$ cat src/hw/rtl/mdm_pkg.sv
package mdm_pkg;

  localparam int unsigned MDM_RAMP_STEPS = 50;

  localparam int unsigned GAIN_W    = 8;
  localparam int unsigned DZ_W      = 8;
  localparam int unsigned INV_W     = 4;
  localparam int unsigned AXIS_W    = 8;
  localparam int unsigned CMD_W     = 11;
  localparam int unsigned MAG_W     = 10;
  localparam int unsigned DUTY_W    = 8;
  localparam int unsigned NWHEEL    = 4;
  localparam int unsigned CFG_IDX_W = 2;

  localparam int unsigned S_TDATA_W = 24;
  localparam int unsigned M_TDATA_W = 40;

  localparam int unsigned RECIP_SHIFT = 16;

  typedef enum logic [CFG_IDX_W-1:0] {
    CFG_DRIVE_GAIN  = 2'd0,
    CFG_DEAD_ZONE   = 2'd1,
    CFG_INVERT_MASK = 2'd2
  } cfg_reg_t;

  typedef logic signed [CMD_W-1:0] cmd_t;

endpackage

$ cat src/hw/rtl/mecanum_drive_mixer.sv
// channel  | dir | handshake            | payload
// ---------+-----+----------------------+-----------------------------------------------
// s_axis   | in  | s_tvalid / s_tready  | s_tdata sticks and buttons, s_tuser link_up
// m_axis   | out | m_tvalid / m_tready  | m_tdata four wheels dir+duty, m_tuser ramping
// cfg      | in  | cfg_valid/cfg_ready  | cfg_index register, cfg_data value
//
// one tick per cycle unless m stalls: input register, one pass of mixing or ramp logic,
// result register, which drives m_tvalid; the ramp divides incrementally, so no
// divider sits in the path, only one reciprocal multiply on the first ramp step
// reset clears the channels, the registers to 128/30/5 and the kept commands
// a stalled m side holds the result and the input register, then s_tready drops
module mecanum_drive_mixer #(
  parameter int unsigned RAMP_STEPS = mdm_pkg::MDM_RAMP_STEPS
) (
  input  logic                            clk,
  input  logic                            rst,
  input  logic                            s_tvalid,
  output logic                            s_tready,
  // stick_x[7:0], stick_y[15:8], turn_right[16], turn_left[17], zero pad
  input  logic [mdm_pkg::S_TDATA_W-1:0]   s_tdata,
  // link_up[0]
  input  logic                            s_tuser,
  output logic                            m_tvalid,
  input  logic                            m_tready,
  // fl_dir[0], fl_duty[8:1], fr_dir[9], fr_duty[17:10], rl_dir[18], rl_duty[26:19],
  // rr_dir[27], rr_duty[35:28], zero pad
  output logic [mdm_pkg::M_TDATA_W-1:0]   m_tdata,
  // ramping[0]
  output logic                            m_tuser,
  input  logic                            cfg_valid,
  output logic                            cfg_ready,
  input  logic [mdm_pkg::CFG_IDX_W-1:0]   cfg_index,
  input  logic [7:0]                      cfg_data
);
  import mdm_pkg::*;

  localparam int unsigned CW = $clog2(RAMP_STEPS + 1);
  localparam logic [CW-1:0] NSTEPS = CW'(RAMP_STEPS);
  localparam logic [RECIP_SHIFT:0] RECIP =
    (RECIP_SHIFT+1)'(((1 << RECIP_SHIFT) + RAMP_STEPS - 1) / RAMP_STEPS);
  localparam int unsigned PROD_W = MAG_W + RECIP_SHIFT + 1;

  // configuration
  logic [GAIN_W-1:0] drive_gain;
  logic [DZ_W-1:0]   dead_zone;
  logic [INV_W-1:0]  invert_mask;

  // input register
  logic                   in_vld;
  logic                   in_link;
  logic [AXIS_W-1:0]      in_sx;
  logic [AXIS_W-1:0]      in_sy;
  logic                   in_tr;
  logic                   in_tl;

  // state
  cmd_t              kept      [NWHEEL];
  cmd_t              kept_next [NWHEEL];
  logic [CW-1:0]     ramp_count, ramp_count_next;
  logic              ramp_active, ramp_active_next;
  logic              stopped_flag, stopped_flag_next;
  logic [MAG_W-1:0]  rq      [NWHEEL];
  logic [MAG_W-1:0]  rq_next [NWHEEL];
  logic [CW-1:0]     rr      [NWHEEL];
  logic [CW-1:0]     rr_next [NWHEEL];
  logic [MAG_W-1:0]  qa      [NWHEEL];
  logic [MAG_W-1:0]  qa_next [NWHEEL];
  logic [CW-1:0]     ra      [NWHEEL];
  logic [CW-1:0]     ra_next [NWHEEL];

  // result register
  logic                  out_vld;
  logic [M_TDATA_W-1:0]  out_data, out_data_next;
  logic                  out_ramp, out_ramp_next;

  logic advance;
  logic fire;

  assign advance   = !out_vld || m_tready;
  assign s_tready  = !in_vld || advance;
  assign fire      = in_vld && advance;
  assign cfg_ready = 1'b1;
  assign m_tvalid  = out_vld;
  assign m_tdata   = out_data;
  assign m_tuser   = out_ramp;

  function automatic logic signed [AXIS_W:0] dz_axis(input logic [AXIS_W-1:0] raw,
                                                     input logic [DZ_W-1:0] dz);
    logic signed [AXIS_W:0] a;
    logic signed [AXIS_W:0] mag;
    a   = -$signed({raw[AXIS_W-1], raw});
    mag = a[AXIS_W] ? -a : a;
    return ($unsigned(mag) < {1'b0, dz}) ? '0 : a;
  endfunction

  // truncating divide by 128
  function automatic cmd_t div128(input logic signed [17:0] v);
    logic signed [17:0] t;
    t = v + (v[17] ? 18'sd127 : 18'sd0);
    return cmd_t'(t[17:7]);
  endfunction

  // returns {duty, dir}
  function automatic logic [DUTY_W:0] to_pwm(input cmd_t c, input logic inv);
    cmd_t v;
    cmd_t m;
    v = inv ? -c : c;
    if (v > 11'sd255) begin
      v = 11'sd255;
    end else if (v < -11'sd255) begin
      v = -11'sd255;
    end
    m = v[CMD_W-1] ? -v : v;
    return {m[DUTY_W-1:0], ~v[CMD_W-1]};
  endfunction

  // mixing
  logic signed [AXIS_W:0] ax, ay;
  logic signed [17:0]     xg, yg, rg;
  logic signed [17:0]     sum [NWHEEL];
  cmd_t                   mix [NWHEEL];

  always_comb begin
    ax = dz_axis(in_sx, dead_zone);
    ay = dz_axis(in_sy, dead_zone);
    xg = 18'(ax * $signed({1'b0, drive_gain}));
    yg = 18'(ay * $signed({1'b0, drive_gain}));
    if (in_tr) begin
      rg = -$signed(18'({drive_gain, 7'd0}));
    end else if (in_tl) begin
      rg = $signed(18'({drive_gain, 7'd0}));
    end else begin
      rg = '0;
    end
    sum[0] = yg + xg + rg;
    sum[1] = yg - xg - rg;
    sum[2] = yg - xg + rg;
    sum[3] = yg + xg - rg;
    for (int i = 0; i < NWHEEL; i++) begin
      mix[i] = div128(sum[i]);
    end
  end

  // ramp arithmetic
  logic [MAG_W-1:0]  amag  [NWHEEL];
  logic [PROD_W-1:0] prod  [NWHEEL];
  logic [MAG_W-1:0]  qa0   [NWHEEL];
  logic [MAG_W:0]    rfull [NWHEEL];
  logic [CW-1:0]     ra0   [NWHEEL];
  logic [CW:0]       rsum  [NWHEEL];
  logic              brw   [NWHEEL];
  logic [MAG_W-1:0]  rstep_q [NWHEEL];
  logic [CW-1:0]     rstep_r [NWHEEL];
  cmd_t              neg_k [NWHEEL];

  always_comb begin
    for (int i = 0; i < NWHEEL; i++) begin
      neg_k[i] = -kept[i];
      amag[i]  = kept[i][CMD_W-1] ? neg_k[i][MAG_W-1:0] : kept[i][MAG_W-1:0];
      prod[i]  = PROD_W'(amag[i] * RECIP);
      qa0[i]   = prod[i][RECIP_SHIFT +: MAG_W];
      rfull[i] = {1'b0, amag[i]} - (MAG_W+1)'(qa0[i] * NSTEPS);
      ra0[i]   = rfull[i][CW-1:0];
      if (ramp_count == '0) begin
        brw[i]     = (ra0[i] != '0);
        rstep_q[i] = amag[i] - qa0[i] - MAG_W'(brw[i]);
        rsum[i]    = brw[i] ? ({1'b0, NSTEPS} - {1'b0, ra0[i]}) : '0;
      end else begin
        brw[i]     = (rr[i] < ra[i]);
        rstep_q[i] = rq[i] - qa[i] - MAG_W'(brw[i]);
        rsum[i]    = {1'b0, rr[i]} + (brw[i] ? {1'b0, NSTEPS} : '0) - {1'b0, ra[i]};
      end
      rstep_r[i] = rsum[i][CW-1:0];
    end
  end

  // tick control
  logic              start;
  logic              act;
  logic [CW-1:0]     cnt;
  logic [MAG_W-1:0]  step_mag;
  cmd_t              cmd [NWHEEL];

  always_comb begin
    start             = !ramp_active && !in_link && !stopped_flag;
    act               = ramp_active || start;
    cnt               = start ? '0 : ramp_count;
    ramp_count_next   = ramp_count;
    ramp_active_next  = ramp_active;
    stopped_flag_next = stopped_flag;
    out_ramp_next     = 1'b0;
    step_mag          = '0;
    for (int i = 0; i < NWHEEL; i++) begin
      kept_next[i] = kept[i];
      rq_next[i]   = rq[i];
      rr_next[i]   = rr[i];
      qa_next[i]   = qa[i];
      ra_next[i]   = ra[i];
      cmd[i]       = '0;
    end
    if (act) begin
      ramp_active_next = 1'b1;
      if (cnt < NSTEPS) begin
        ramp_count_next = cnt + 1'b1;
        out_ramp_next   = 1'b1;
        for (int i = 0; i < NWHEEL; i++) begin
          rq_next[i] = rstep_q[i];
          rr_next[i] = rstep_r[i];
          if (cnt == '0) begin
            qa_next[i] = qa0[i];
            ra_next[i] = ra0[i];
            step_mag   = amag[i];
          end else begin
            step_mag   = rq[i];
          end
          cmd[i] = kept[i][CMD_W-1] ? -cmd_t'({1'b0, step_mag}) : cmd_t'({1'b0, step_mag});
        end
      end else begin
        ramp_active_next  = 1'b0;
        ramp_count_next   = '0;
        stopped_flag_next = 1'b1;
        for (int i = 0; i < NWHEEL; i++) begin
          kept_next[i] = '0;
        end
      end
    end else if (in_link) begin
      stopped_flag_next = 1'b0;
      for (int i = 0; i < NWHEEL; i++) begin
        cmd[i]       = mix[i];
        kept_next[i] = mix[i];
      end
    end else begin
      for (int i = 0; i < NWHEEL; i++) begin
        kept_next[i] = '0;
      end
    end
    out_data_next = '0;
    for (int i = 0; i < NWHEEL; i++) begin
      out_data_next[i*(DUTY_W+1) +: DUTY_W+1] = to_pwm(cmd[i], invert_mask[i]);
    end
  end

  always_ff @(posedge clk) begin
    if (rst) begin
      drive_gain  <= GAIN_W'(128);
      dead_zone   <= DZ_W'(30);
      invert_mask <= INV_W'(5);
    end else if (cfg_valid && cfg_ready) begin
      unique case (cfg_reg_t'(cfg_index))
        CFG_DRIVE_GAIN:  drive_gain  <= cfg_data;
        CFG_DEAD_ZONE:   dead_zone   <= cfg_data;
        CFG_INVERT_MASK: invert_mask <= cfg_data[INV_W-1:0];
        default: ;
      endcase
    end
  end

  always_ff @(posedge clk) begin
    if (rst) begin
      in_vld <= 1'b0;
    end else if (s_tvalid && s_tready) begin
      in_vld <= 1'b1;
    end else if (fire) begin
      in_vld <= 1'b0;
    end
  end

  always_ff @(posedge clk) begin
    if (s_tvalid && s_tready) begin
      in_link <= s_tuser;
      in_sx   <= s_tdata[7:0];
      in_sy   <= s_tdata[15:8];
      in_tr   <= s_tdata[16];
      in_tl   <= s_tdata[17];
    end
  end

  always_ff @(posedge clk) begin
    if (rst) begin
      out_vld      <= 1'b0;
      ramp_count   <= '0;
      ramp_active  <= 1'b0;
      stopped_flag <= 1'b0;
      for (int i = 0; i < NWHEEL; i++) begin
        kept[i] <= '0;
      end
    end else begin
      if (fire) begin
        out_vld      <= 1'b1;
        ramp_count   <= ramp_count_next;
        ramp_active  <= ramp_active_next;
        stopped_flag <= stopped_flag_next;
        for (int i = 0; i < NWHEEL; i++) begin
          kept[i] <= kept_next[i];
        end
      end else if (m_tready) begin
        out_vld <= 1'b0;
      end
    end
  end

  always_ff @(posedge clk) begin
    if (fire) begin
      out_data <= out_data_next;
      out_ramp <= out_ramp_next;
      for (int i = 0; i < NWHEEL; i++) begin
        rq[i] <= rq_next[i];
        rr[i] <= rr_next[i];
        qa[i] <= qa_next[i];
        ra[i] <= ra_next[i];
      end
    end
  end

  a_count_range: assert property (@(posedge clk) disable iff (rst)
    ramp_count <= NSTEPS)
    else $error("ramp count past the step count");

  a_ramp_xor_stop: assert property (@(posedge clk) disable iff (rst)
    !(ramp_active && stopped_flag))
    else $error("ramp running while stopped");

  a_rem_range: assert property (@(posedge clk) disable iff (rst)
    ramp_active && ramp_count != '0 |-> rr[0] < NSTEPS && rr[3] < NSTEPS)
    else $error("ramp remainder out of range");

  a_link_clears_stop: assert property (@(posedge clk) disable iff (rst)
    fire && in_link && !ramp_active |=> !stopped_flag)
    else $error("stop flag kept after link returned");

endmodule

$ cat config.mk
export PLATFORM = sky130hd
export DESIGN_NAME = mecanum_drive_mixer
export DESIGN_NICKNAME = d
export VERILOG_FILES = /design/src/hw/rtl/mdm_pkg.sv /design/src/hw/rtl/mecanum_drive_mixer.sv
export SDC_FILE = /design/constraint.sdc
export NUM_CORES = 2
export LEC_CHECK = 0
export BUFFER_PORTS_ARGS = -buffer_cell sky130_fd_sc_hd__clkbuf_2
export CAP_MARGIN = 20
export CORE_MARGIN = 1.5
export CORE_UTILIZATION = 40
export CTS_CLUSTER_SIZE = 14
export DETAILED_ROUTE_END_ITERATION = 10
export PLACE_DENSITY = 0.6
export SLEW_MARGIN = 0
export SYNTH_ARGS = -nofsm -noshare
export SYNTH_HDL_FRONTEND = slang
export SYNTH_SLANG_ARGS = --single-unit
$ cat constraint.sdc
create_clock -name clk -period 40 [get_ports clk]
set_input_delay 2 -clock clk [delete_from_list [all_inputs] [get_ports clk]]
set_output_delay 2 -clock clk [all_outputs]
set_load 0.005 [all_outputs]
==> results.json <==
{
  "required_ps": 40340,
  "post_cts_buffers": 0,
  "n_antenna_cell": 0,
  "cts_tree": "yes",
  "drc": 0,
  "drt_pass1_iterations": 5,
  "clock_path_buffers": 3,
  "antenna_found_initial": 0,
  "drive_gt1_share_pct": 4.89,
  "hold_class": "reg2reg",
  "cts_buffers": 31,
  "synth_edf_count": 208,
  "path_max_fanout": 15,
  "track_usage_pct": 18.3,
  "path_clk_slew_ps": 60,
  "first_iter_violations": 1517,
  "root_buffer": "clkbuf_16",
  "fill_cells": 9237,
  "routed_wl_um": 88700,
  "final_max_slew_viol_count": 0,
  "grt_max_degree": 68,
  "ys_async_sr_fraction_pct": 0,
  "finalHoldViolations": 0,
  "ys_seq_area_share_pct": 18.1,
  "area_delta_synth_final_pct": 7.36,
  "slew_headroom_pct": 28.7,
  "ys_seq_elements": 238,
  "fin_crit_ps": 17770,
  "path_class": "reg2reg",
  "crit_top_cell": "ha_1",
  "grt_pass1_wl_um": 147000,
  "clk_latency_ps": 620,
  "cts_resized": 0,
  "grt_pass1_vias": 28900,
  "io_buffers": 72,
  "yosysWarnings": 0,
  "setup_viol": 0,
  "critPathArrivalTime_ps": 18110,
  "vias": 29100,
  "nets": 5274,
  "die_x_um": 311,
  "hold_buffers": 0,
  "vias_per_cell": 5.16,
  "crit_path_start_kind": "register",
  "synth_area_um2": 37800,
  "num_rows": 112,
  "synth_cell_types": 94,
  "timing.max_cap.violations": 0,
  "gp_congestion": 0.882,
  "fmax_mhz": 56.3,
  "grt_overflow": 0,
  "htreeDepth": 1,
  "postSynthCellCount": 4344,
  "cp_top_family": "adder cells",
  "ff_latch_area_um2": 6850,
  "setup_tns_ps": 0,
  "final_cell_mix": "inv_1 (702), ha_1 (619), nand2_1 (301)",
  "skew_ps": 18.9,
  "synth_area_per_cell_um2": 8.71,
  "clock_sinks": 238,
  "multi_input_area_um2": 27900,
  "mostFrequentLayoutCell": "inv_1",
  "core_um2": 93500,
  "critPathSlowestCell": "a21oi_1",
  "ys.flop_type": "edfxtp_1",
  "worstMarginPinSlew_ps": 1070,
  "ant_nets": 0,
  "rsz0062_at_grt": "false",
  "avgRoutedWirePerCell_um": 15.7,
  "status": "finished clean",
  "die-height_um": 311,
  "fin_crit_sh_pct": 44.4,
  "start_util_pct": 40.5,
  "die_area_um2": 96500,
  "max_stage_delay_ps": 800,
  "dp_hpwl_um": 71200,
  "ios": 84,
  "path_buf_inv": 6,
  "endpoint_kind": "register"
}
## per-stage QoR
step                      instances  hold WS [ps]  worst slack (ps)  instance area [µm²]  utilization [%]
final                          5634           484             22230                40600             43.5
after CTS                      5630           474             21870                40600             43.4
after detailed placement       5572           454             21960                39500             42.3
after global routing           5634           481             20720                40600             43.5
after floorplan                4347           435             24940                37900                -
after global placement         5572           446             22140                39500             42.3
## state kept, by name (all words and copies together), names as in the netlist
| name | count |
|---|---|
| in_tr | 1 |
| in_link | 1 |
| stopped_flag | 1 |
| drive_gain | 8 |
| m_tuser | 1 |
| dead_zone | 8 |
| in_sx | 8 |
| invert_mask | 4 |
| rq | 40 |
| ra | 24 |
| rr | 24 |
| ramp_active | 1 |
| m_tvalid | 1 |
| in_tl | 1 |
| ramp_count | 6 |
| qa | 20 |
| in_vld | 1 |
| m_tdata | 36 |
| kept | 44 |
| in_sy | 8 |
## logic make-up after synthesis
| group | count (synthesis) | synth area share (%) |
|---|---|---|
| compound gates | 843 | 14.3 |
| buf+inv | 839 | 8.40 |
| simple gates | 1099 | 14.3 |
| flops | 238 | 18.1 |
| other cells | 2 | 0.0198 |
| fa+ha+maj | 879 | 34.2 |
| mux | 36 | 0.972 |
| xor+xnor | 408 | 9.64 |
## worst reg2reg max path: cells and delay by family, from the launching register on
kind | cells | cell delay (ps)
DFF | 1 | 450
and+or+nand+nor | 24 | 4550
xor gates and xnor gates | 7 | 1690
adders and majority gates | 13 | 5030
AOI/OAI and AO/OA | 19 | 4810
buffers and inverters | 6 | 970
## metal layers
metal | part of all wire [%] | track usage [%] | wire length (µm)
met1 | 47 | 24.6 | 41700
met2 | 48 | 32.1 | 42300
met3 | 3.1 | 1.40 | 2740
met4 | 2.2 | 3.84 | 1980
met5 | 0 | 0 | 0
## cell usage after synthesis (9+ instances only)
cell type / number / area (µm²)
edfxtp_1: 208 / 6250
clkbuf_1: 121 / 454
nor4_1: 13 / 81.3
nand3_1: 59 / 295
a31oi_1: 43 / 269
and3_1: 19 / 119
nand2_1: 301 / 1130
a311oi_1: 9 / 78.8
or4_1: 18 / 135
o21bai_1: 52 / 390
o21ai_0: 180 / 901
o31ai_1: 34 / 255
nor2_1: 277 / 1040
a211o_1: 14 / 123
xnor2_1: 277 / 2430
nand3b_1: 10 / 75.1
o211ai_1: 12 / 90.1
ha_1: 619 / 7740
o21a_1: 26 / 195
o22ai_1: 24 / 150
nor3_1: 79 / 395
a21o_1: 79 / 593
nor3b_1: 9 / 67.6
nand2b_1: 67 / 419
a21oi_1: 231 / 1160
mux2i_1: 30 / 300
inv_1: 704 / 2640
xor2_1: 125 / 1090
and2_1: 97 / 607
or3_1: 31 / 194
dfxtp_1: 30 / 601
fa_1: 260 / 5200
a211oi_1: 14 / 105
nor2b_1: 51 / 319
or2_2: 15 / 93.8
nand4_1: 15 / 93.8
o41ai_1: 16 / 140
## cell type report
cell class	count	area share (%)
multi-input cells	3270	68.6
flip-flops and latches	238	16.9
inverters	706	6.52
well taps	1254	3.86
clock buffers	38	2.08
repair buffers	108	1.59
clock inverters	20	0.499
## path summary, 6_finish.rpt
kind / end / from / cells past startpoint / slack, ps
worst min-delay path: dead_zone[2]$_SDFFE_PP1P_ / dead_zone[2]$_SDFFE_PP1P_ / 1 / 480
worst max-delay path: m_tdata[23]$_DFFE_PP_ / in_sx[0]$_DFFE_PP_ / 69 / 22230
worst max register to register: m_tdata[23]$_DFFE_PP_ / in_sx[0]$_DFFE_PP_ / 69 / 22230
worst min register to register: dead_zone[2]$_SDFFE_PP1P_ / dead_zone[2]$_SDFFE_PP1P_ / 1 / 480
Power is not shown: default switching activity piles up to over one toggle a cycle in this logic, so the estimate is an artifact.
